[src/hjg_pkg.sv]
// Halton jitter generator: shared types and constants.
// No dependencies; used by every module of the block except the checker.
package hjg_pkg;

    // Field and datapath widths
    localparam int IN_W  = 32;  // frame number word
    localparam int SC_W  = 16;  // sample count register
    localparam int JIT_W = 16;  // one jitter value
    localparam int IDX_W = 17;  // sequence index, 1 .. 65535
    localparam int DEN_W = 18;  // 3^k for up to eleven base-3 digits
    localparam int REM_W = 19;  // restoring remainder, one bit above divisor

    // Divide by three: q = (x * RECIP3) >> RECIP3_SHIFT, exact for x < 2^19
    localparam int              RECIP3_W     = 18;
    localparam int              RECIP3_SHIFT = 19;
    localparam logic [RECIP3_W-1:0] RECIP3   = 18'd174763;

    // Sequencer states
    typedef enum logic [2:0] {
        ST_IDLE,
        ST_MOD,
        ST_DIGIT,
        ST_DIV,
        ST_LOAD
    } t_state;

    // Operands of one restoring divide step
    typedef struct packed {
        logic [REM_W-1:0] rem;
        logic [DEN_W-1:0] divisor;
        logic             shift_in;
    } t_div_op;

    // Result of one restoring divide step
    typedef struct packed {
        logic [REM_W-1:0] rem;
        logic             qbit;
    } t_div_res;

endpackage

[src/hjg_div_step.sv]
// One restoring divide step: shift a bit into the remainder, subtract if it fits.
// Depends on hjg_pkg for the operand and result structs.
module hjg_div_step (
    input  hjg_pkg::t_div_op  i_op,
    output hjg_pkg::t_div_res o_res
);

    logic [hjg_pkg::REM_W-1:0] w_shift;
    logic [hjg_pkg::REM_W-1:0] w_div;
    logic                      w_fits;

    // Shift in the next bit and compare against the divisor
    always_comb begin
        w_shift     = {i_op.rem[hjg_pkg::REM_W-2:0], i_op.shift_in};
        w_div       = hjg_pkg::REM_W'(i_op.divisor);
        w_fits      = (w_shift >= w_div);
        o_res.qbit  = w_fits;
        o_res.rem   = w_fits ? (w_shift - w_div) : w_shift;
    end

endmodule

[src/hjg_digit3.sv]
// Splits the lowest base-3 digit off an index by reciprocal multiplication.
// Depends on hjg_pkg for widths and the reciprocal constant.
module hjg_digit3 (
    input  logic [hjg_pkg::IDX_W-1:0] i_x,
    output logic [hjg_pkg::IDX_W-1:0] o_q,
    output logic [1:0]                o_d
);

    localparam int PROD_W = hjg_pkg::IDX_W + hjg_pkg::RECIP3_W;

    logic [PROD_W-1:0]         w_prod;
    logic [hjg_pkg::IDX_W-1:0] w_rem;

    // Quotient by three, then the digit as what is left over
    always_comb begin
        w_prod = PROD_W'(i_x) * PROD_W'(hjg_pkg::RECIP3);
        o_q    = hjg_pkg::IDX_W'(w_prod >> hjg_pkg::RECIP3_SHIFT);
        w_rem  = i_x - ((o_q << 1) + o_q);
        o_d    = w_rem[1:0];
    end

endmodule

[src/hjg_center.sv]
// Subtracts one half from a radical inverse and saturates to signed 16 bits.
// Depends on hjg_pkg for the jitter width.
module hjg_center #(
    parameter int FRACTION_BITS = 16
) (
    input  logic [FRACTION_BITS-1:0]       i_h,
    output logic signed [hjg_pkg::JIT_W-1:0] o_j
);

    localparam int CW = (FRACTION_BITS + 1 > hjg_pkg::JIT_W + 1) ?
                        FRACTION_BITS + 1 : hjg_pkg::JIT_W + 1;
    localparam logic signed [CW-1:0] SAT_HI = CW'((1 << (hjg_pkg::JIT_W - 1)) - 1);
    localparam logic signed [CW-1:0] SAT_LO = ~SAT_HI;
    localparam logic [CW-1:0]        HALF   = CW'(1) << (FRACTION_BITS - 1);

    logic signed [CW-1:0] w_v;

    // Center around zero, then clamp to the output range
    always_comb begin
        w_v = signed'(CW'(i_h) - HALF);
        priority if (w_v > SAT_HI) begin
            o_j = SAT_HI[hjg_pkg::JIT_W-1:0];
        end else if (w_v < SAT_LO) begin
            o_j = SAT_LO[hjg_pkg::JIT_W-1:0];
        end else begin
            o_j = w_v[hjg_pkg::JIT_W-1:0];
        end
    end

endmodule

[src/halton_jitter_generator_core.sv]
// Halton jitter generator top level: sequencer, datapath registers and stream ports.
// Depends on hjg_pkg, hjg_div_step, hjg_digit3 and hjg_center.

// One word in, one word out. Each accepted frame number passes through the modulo,
// digit and division states, and its result is loaded into the output register. The
// sequencer then returns to idle and can accept the next word in the following cycle.
// FW is the frame width, FRAME_BITS capped at 32. k is the base-3 digit count of the
// index, from one to eleven. A single restoring divide-step unit does the arithmetic. It
// is used first for the frame modulo, one bit per cycle, and then for the base-3 radical
// inverse division, one quotient bit per cycle. In between, the digit state splits off
// the k base-3 digits one at a time. The base-2 value is a plain bit reversal.
// s_axis_tready is high only while the sequencer is idle. The output register holds a
// finished word, so the next frame can be accepted before that word is taken. A result
// whose output register is still full waits in the sequencer. A sample count of zero
// bypasses the arithmetic and goes straight to the load state, which loads zero jitter.
// Write sample_count only while no word is in flight.
module halton_jitter_generator_core #(
    parameter int FRACTION_BITS = 16,
    parameter int FRAME_BITS    = 32
) (
    input  logic                      i_clk,
    input  logic                      i_rst_n,
    input  logic                      i_cfg_we,
    input  logic [hjg_pkg::SC_W-1:0]  i_cfg_wdata,   // sample_count
    input  logic                      s_axis_tvalid,
    output logic                      s_axis_tready,
    input  logic [31:0]               s_axis_tdata,  // [31:0] frame_index
    output logic                      m_axis_tvalid,
    input  logic                      m_axis_tready,
    output logic [63:0]               m_axis_tdata   // [15:0] jitter_x, [31:16] jitter_y,
                                                     // [47:32] prior_jitter_x,
                                                     // [63:48] prior_jitter_y
);

    localparam int FW    = (FRAME_BITS < hjg_pkg::IN_W) ? FRAME_BITS : hjg_pkg::IN_W;
    localparam int F     = FRACTION_BITS;
    localparam int MAXN  = (FW > F) ? FW : F;
    localparam int CNT_W = $clog2(MAXN);
    localparam int XW    = (F > hjg_pkg::IDX_W) ? F : hjg_pkg::IDX_W;
    localparam int JW    = hjg_pkg::JIT_W;

    hjg_pkg::t_state r_state;
    hjg_pkg::t_state n_state;

    // Sequencer and datapath registers
    logic [hjg_pkg::SC_W-1:0]  r_sc;
    logic [FW-1:0]             r_frame;
    logic [hjg_pkg::REM_W-1:0] r_rem;
    logic [CNT_W-1:0]          r_cnt;
    logic [hjg_pkg::IDX_W-1:0] r_idx3;
    logic [hjg_pkg::DEN_W-1:0] r_rev3;
    logic [hjg_pkg::DEN_W-1:0] r_den3;
    logic [F-1:0]              r_hx;
    logic [F-1:0]              r_q;
    logic                      r_m_valid;
    logic [63:0]               r_m_data;
    logic [JW-1:0]             r_last_x;
    logic [JW-1:0]             r_last_y;

    // Combinational control and datapath
    logic                      w_accept;
    logic                      w_mod_last;
    logic                      w_div_last;
    logic                      w_load;
    hjg_pkg::t_div_op          w_op;
    hjg_pkg::t_div_res         w_res;
    logic [hjg_pkg::IDX_W-1:0] w_idx;
    logic [XW-1:0]             w_idx_ext;
    logic [F-1:0]              w_hx;
    logic [hjg_pkg::IDX_W-1:0] w_q3;
    logic [1:0]                w_d3;
    logic signed [JW-1:0]      w_cx;
    logic signed [JW-1:0]      w_cy;
    logic [JW-1:0]             w_jx;
    logic [JW-1:0]             w_jy;

    hjg_div_step u_div (
        .i_op  (w_op),
        .o_res (w_res)
    );

    hjg_digit3 u_dig (
        .i_x (r_idx3),
        .o_q (w_q3),
        .o_d (w_d3)
    );

    hjg_center #(.FRACTION_BITS(F)) u_cx (
        .i_h (r_hx),
        .o_j (w_cx)
    );

    hjg_center #(.FRACTION_BITS(F)) u_cy (
        .i_h (r_q),
        .o_j (w_cy)
    );

    // Sequencer outputs: handshakes, step markers and divide operand select
    always_comb begin
        s_axis_tready = (r_state == hjg_pkg::ST_IDLE);
        w_accept      = s_axis_tvalid && s_axis_tready;
        w_mod_last    = (r_cnt == CNT_W'(FW - 1));
        w_div_last    = (r_cnt == CNT_W'(F - 1));
        w_load        = (r_state == hjg_pkg::ST_LOAD) && (!r_m_valid || m_axis_tready);
        w_op.rem      = r_rem;
        if (r_state == hjg_pkg::ST_MOD) begin
            w_op.divisor  = hjg_pkg::DEN_W'(r_sc);
            w_op.shift_in = r_frame[FW-1];
        end else begin
            w_op.divisor  = r_den3;
            w_op.shift_in = 1'b0;
        end
    end

    // Sequencer next state
    always_comb begin
        n_state = r_state;
        unique case (r_state)
            hjg_pkg::ST_IDLE: begin
                if (s_axis_tvalid) begin
                    n_state = (r_sc == '0) ? hjg_pkg::ST_LOAD : hjg_pkg::ST_MOD;
                end
            end
            hjg_pkg::ST_MOD: begin
                if (w_mod_last) begin
                    n_state = hjg_pkg::ST_DIGIT;
                end
            end
            hjg_pkg::ST_DIGIT: begin
                if (r_idx3 == '0) begin
                    n_state = hjg_pkg::ST_DIV;
                end
            end
            hjg_pkg::ST_DIV: begin
                if (w_div_last) begin
                    n_state = hjg_pkg::ST_LOAD;
                end
            end
            hjg_pkg::ST_LOAD: begin
                if (w_load) begin
                    n_state = hjg_pkg::ST_IDLE;
                end
            end
            default: n_state = hjg_pkg::ST_IDLE;
        endcase
    end

    // Form the index from the final remainder and bit-reverse it for base 2
    always_comb begin
        w_idx     = hjg_pkg::IDX_W'(w_res.rem[hjg_pkg::SC_W-1:0]) + hjg_pkg::IDX_W'(1);
        w_idx_ext = XW'(w_idx);
        for (int i = 0; i < F; i++) begin
            w_hx[F-1-i] = w_idx_ext[i];
        end
    end

    // Zero jitter when the sequence is disabled
    always_comb begin
        w_jx = (r_sc == '0) ? '0 : w_cx;
        w_jy = (r_sc == '0) ? '0 : w_cy;
    end

    // Control state
    always_ff @(posedge i_clk) begin
        if (!i_rst_n) begin
            r_state   <= hjg_pkg::ST_IDLE;
            r_sc      <= '0;
            r_m_valid <= 1'b0;
            r_last_x  <= '0;
            r_last_y  <= '0;
        end else begin
            r_state <= n_state;
            if (i_cfg_we) begin
                r_sc <= i_cfg_wdata;
            end
            if (w_load) begin
                r_m_valid <= 1'b1;
                r_last_x  <= w_jx;
                r_last_y  <= w_jy;
            end else if (m_axis_tready) begin
                r_m_valid <= 1'b0;
            end
        end
    end

    // Datapath: modulo, digit split, division, output word
    always_ff @(posedge i_clk) begin
        unique case (r_state)
            hjg_pkg::ST_IDLE: begin
                if (w_accept) begin
                    r_frame <= s_axis_tdata[FW-1:0];
                    r_rem   <= '0;
                    r_cnt   <= '0;
                end
            end
            hjg_pkg::ST_MOD: begin
                r_rem   <= w_res.rem;
                r_frame <= r_frame << 1;
                r_cnt   <= r_cnt + CNT_W'(1);
                if (w_mod_last) begin
                    r_idx3 <= w_idx;
                    r_hx   <= w_hx;
                    r_rev3 <= '0;
                    r_den3 <= hjg_pkg::DEN_W'(1);
                end
            end
            hjg_pkg::ST_DIGIT: begin
                if (r_idx3 != '0) begin
                    r_idx3 <= w_q3;
                    r_rev3 <= (r_rev3 << 1) + r_rev3 + hjg_pkg::DEN_W'(w_d3);
                    r_den3 <= (r_den3 << 1) + r_den3;
                end else begin
                    r_rem <= hjg_pkg::REM_W'(r_rev3);
                    r_cnt <= '0;
                end
            end
            hjg_pkg::ST_DIV: begin
                r_rem <= w_res.rem;
                r_q   <= {r_q[F-2:0], w_res.qbit};
                r_cnt <= r_cnt + CNT_W'(1);
            end
            hjg_pkg::ST_LOAD: begin
                if (w_load) begin
                    r_m_data <= {r_last_y, r_last_x, w_jy, w_jx};
                end
            end
            default: ;
        endcase
    end

    assign m_axis_tvalid = r_m_valid;
    assign m_axis_tdata  = r_m_data;

endmodule

[config.mk]
export PLATFORM = sky130hd
export DESIGN_NAME = halton_jitter_generator_core
export DESIGN_NICKNAME = d
export VERILOG_FILES = /design/src/hjg_pkg.sv /design/src/hjg_div_step.sv /design/src/hjg_digit3.sv /design/src/hjg_center.sv /design/src/halton_jitter_generator_core.sv
export SDC_FILE = /design/constraint.sdc
export NUM_CORES = 1
export LEC_CHECK = 0
export ABC_AREA = 0
export BUFFER_PORTS_ARGS = -buffer_cell sky130_fd_sc_hd__buf_2
export CORE_MARGIN = 2
export CORE_UTILIZATION = 45
export CTS_BUF_LIST = sky130_fd_sc_hd__clkbuf_8 sky130_fd_sc_hd__clkbuf_16
export DETAILED_ROUTE_END_ITERATION = 6
export PLACE_DENSITY = 0.67
export SYNTH_ARGS = -nofsm -noshare
export SYNTH_HDL_FRONTEND = slang
export SYNTH_SLANG_ARGS = --single-unit
[constraint.sdc]
create_clock -name i_clk -period 7.9 [get_ports i_clk]
set_input_delay 1.185 -clock i_clk [delete_from_list [all_inputs] [get_ports i_clk]]
set_output_delay 1.185 -clock i_clk [all_outputs]
set_load 0.1 [all_outputs]
==> flow_metrics.tcl <==
set metrics [dict create \
    yosys_warnings 0 \
    std_cell_rows 71 \
    endpoint_kind "flip-flop" \
    vias_per_cell 5.15 \
    routed_wl_microns 36600 \
    slew_headroom 0.293 \
    grt_use_met1 0.265 \
    dpl.hpwl_microns 28200 \
    drive_above_1_share 0.203 \
    gr-total-overflow 0 \
    whs_ns 0.429 \
    syn_inst 1524 \
    grt_first_pass_wirelength_microns 59200 \
    root_buffer "clkbuf_16" \
    fin_util 0.534 \
    rsz0062_at_grt "true" \
    synth_commonest_cells "edfxtp_1, ha_1, inv_1, nand2_1, fa_1" \
    dieArea_sq_mm 0.0396 \
    start_util 0.456 \
    cts_tree "done" \
    ant_nets 0 \
    io_pins 119 \
    clkLatencyLatePin_ns 0.56 \
    synth_most_common_cell "edfxtp_1" \
    violations "negative setup slack" \
    fin_worst_skew_ns 0.0140 \
    drt-initial-drc-count 711 \
    critPathKind "flip-flop to flip-flop" \
    grt_util_met3 0.0209 \
    dr.pass1.iters 5 \
    seqCellArea_sq_mm 0.00714 \
    synth_async_sr_flop_share 0 \
    critPathMaxStageDelay_ns 0.64 \
    cts_max_level 1 \
    final_net_count 2054 \
    cp.buffers_inverters 5 \
    tns_ns -1.56 \
    fin_crit_ns 8.20 \
    maxCapViolations 0 \
    cpMostUsedCell "fa_1" \
    required_ns 8.19 \
    ir_worst_vdd_mv 0.177 \
    powerDensity_mw_per_mm2 195 \
    vias 11600 \
    routabilityCongestion 0.887 \
    drc 0 \
    hold_viol 0 \
    fin_ws_ns -0.303 \
    synth_flop_cell "edfxtp_1" \
    critical-path-top-delay-family "adder cells" \
    hold_path.class "flip-flop to flip-flop" \
    worst_pin_slew_ns 1.06 \
    multiInputGateArea_sq_mm 0.00950 \
    slowest_stage "fa_2" \
    synthToLayoutAreaGrowth_pct 17.2 \
    setup_viol 7 \
    grt_max_degree 97 \
    die_w_microns 199 \
    cts.clk_slew.worst_paths_ns 0.06 \
    busiest_layer "met2" \
    post_drt_wl_per_cell_microns 16.2 \
    leakage_nw 8.63 \
    synth_nets 1857 \
    post-route-period-util 1.04 \
    fmax_ghz 0.122 \
    synth_seq_area_share 0.417 \
    synthTopCellsByArea "edfxtp_1, ha_1, fa_1, dfxtp_1, inv_1" \
    ys_seq_elements 255 \
    portBuffers 118 \
    netlist_area_sq_mm 0.0171 \
    core_area_sq_mm 0.0376 \
    slew_violations 0 \
    ys_types 66 \
    status "finished, violations left" \
    fill_cells 3218 \
    cts_buffers 28 \
    clockBufferDepth 3 \
    worstPathMaxFanout 4 \
    cp.arrival_ns 8.49 \
    power_w 0.00392 \
    clock_sinks 255 \
    syn_area_per_cell_sq_um 11.2 \
    synth_top_area_frac 0.356 \
    grt_pass1_vias 11600 \
    grt_util_met2 0.304 \
    n_antenna_cell 0 \
    start_kind "flip-flop" \
    antenna_found_initial 0 \
    synth_edf_count 203 \
    die_h_microns 199 \
    yosys.area.top_type "edfxtp_1" \
    gr-usage-all-layers 0.186 \
]
[area by class of cell]
type | count | area share
timing repair buffer | 208 | 0.0638
tap | 511 | 0.0318
inverter | 150 | 0.0282
multi-input combinational | 1078 | 0.473
clock buffer | 34 | 0.0396
sequential | 255 | 0.355
clock inverter | 18 | 0.00841
[per-layer routing]
metal / up-vias / wire, microns
li1: 5753 / -
met1: 5588 / 17300
met2: 212 / 17100
met3: 53 / 1550
met4: 0 / 691
met5: - / 0
[worst paths after layout]
check	from	endpoint	slack [ns]	depth (start not counted)
max	r_idx3[2]$_DFFE_PP_	r_rev3[12]$_SDFFCE_PN0P_	-0.30	35
min reg2reg	r_last_y[6]$_SDFFE_PN0P_	m_axis_tdata[54]$_DFFE_PP_	0.43	0
min	r_last_y[6]$_SDFFE_PN0P_	m_axis_tdata[54]$_DFFE_PP_	0.43	0
max reg2reg	r_idx3[2]$_DFFE_PP_	r_rev3[12]$_SDFFCE_PN0P_	-0.30	35
[repair_timing]
item | CTS | global route
setup endpoints to repair | 11 | 12
setup buffers | 9 | 3
resized for setup | 21 | 12
pin swaps | 40 | 25
hold buffers | 0 | 0
[cells in the final DEF (no fill, tap or decap), types with 48 or more instances in the layout]
cell type	count
fa_1	78
nor2_1	71
buf_4	86
buf_2	118
edfxtp_1	203
nand2_1	121
o21ai_0	48
dfxtp_1	52
a21oi_1	53
ha_1	191
inv_1	145
[through the flow]
stage | setup slack (ns) | cells | instance area, sq um
3_5_place_dp | -0.723 | 2192 | 18900
4_1_cts | -0.313 | 2252 | 20000
5_1_grt | -0.636 | 2254 | 20100
3_3_place_gp | -0.447 | 2192 | 18900
2_1_floorplan | -0.0730 | 1524 | 17200
6_report | -0.303 | 2254 | 20100
[kinds of logic (layout without fill, tap and decap cells)]
family	count (synthesis)	after routing	share of synthesized area
adder cells (fa/ha/maj)	280	280	0.240
AND/OR/NAND/NOR	387	387	0.113
flip-flops	255	255	0.417
buffers and inverters	191	410	0.0429
AO/OA/AOI/OAI	244	244	0.0929
XOR/XNOR	83	83	0.0424
multiplexers	84	84	0.0519
[flip-flops by register name, indices dropped and copies added (netlist names)]
| register | flops |
|---|---|
| r_hx | 16 |
| m_axis_tdata | 64 |
| r_sc | 16 |
| r_q | 16 |
| r_rem | 18 |
| r_cnt | 5 |
| r_den3 | 17 |
| r_state | 3 |
| r_last_x | 16 |
| r_last_y | 16 |
| m_axis_tvalid | 1 |
| r_frame | 32 |
| r_rev3 | 18 |
| r_idx3 | 17 |
[power breakdown]
| group | internal, W | switching (W) | total, W |
|---|---|---|---|
| logic | 0.000412 | 0.000586 | 0.000999 |
| clock network | 0.000784 | 0.000545 | 0.00133 |
| registers | 0.00155 | 0.0000428 | 0.00160 |
| total | 0.00275 | 0.00117 | 0.00392 |
No activity file was read; power rests on OpenSTA's default activity.
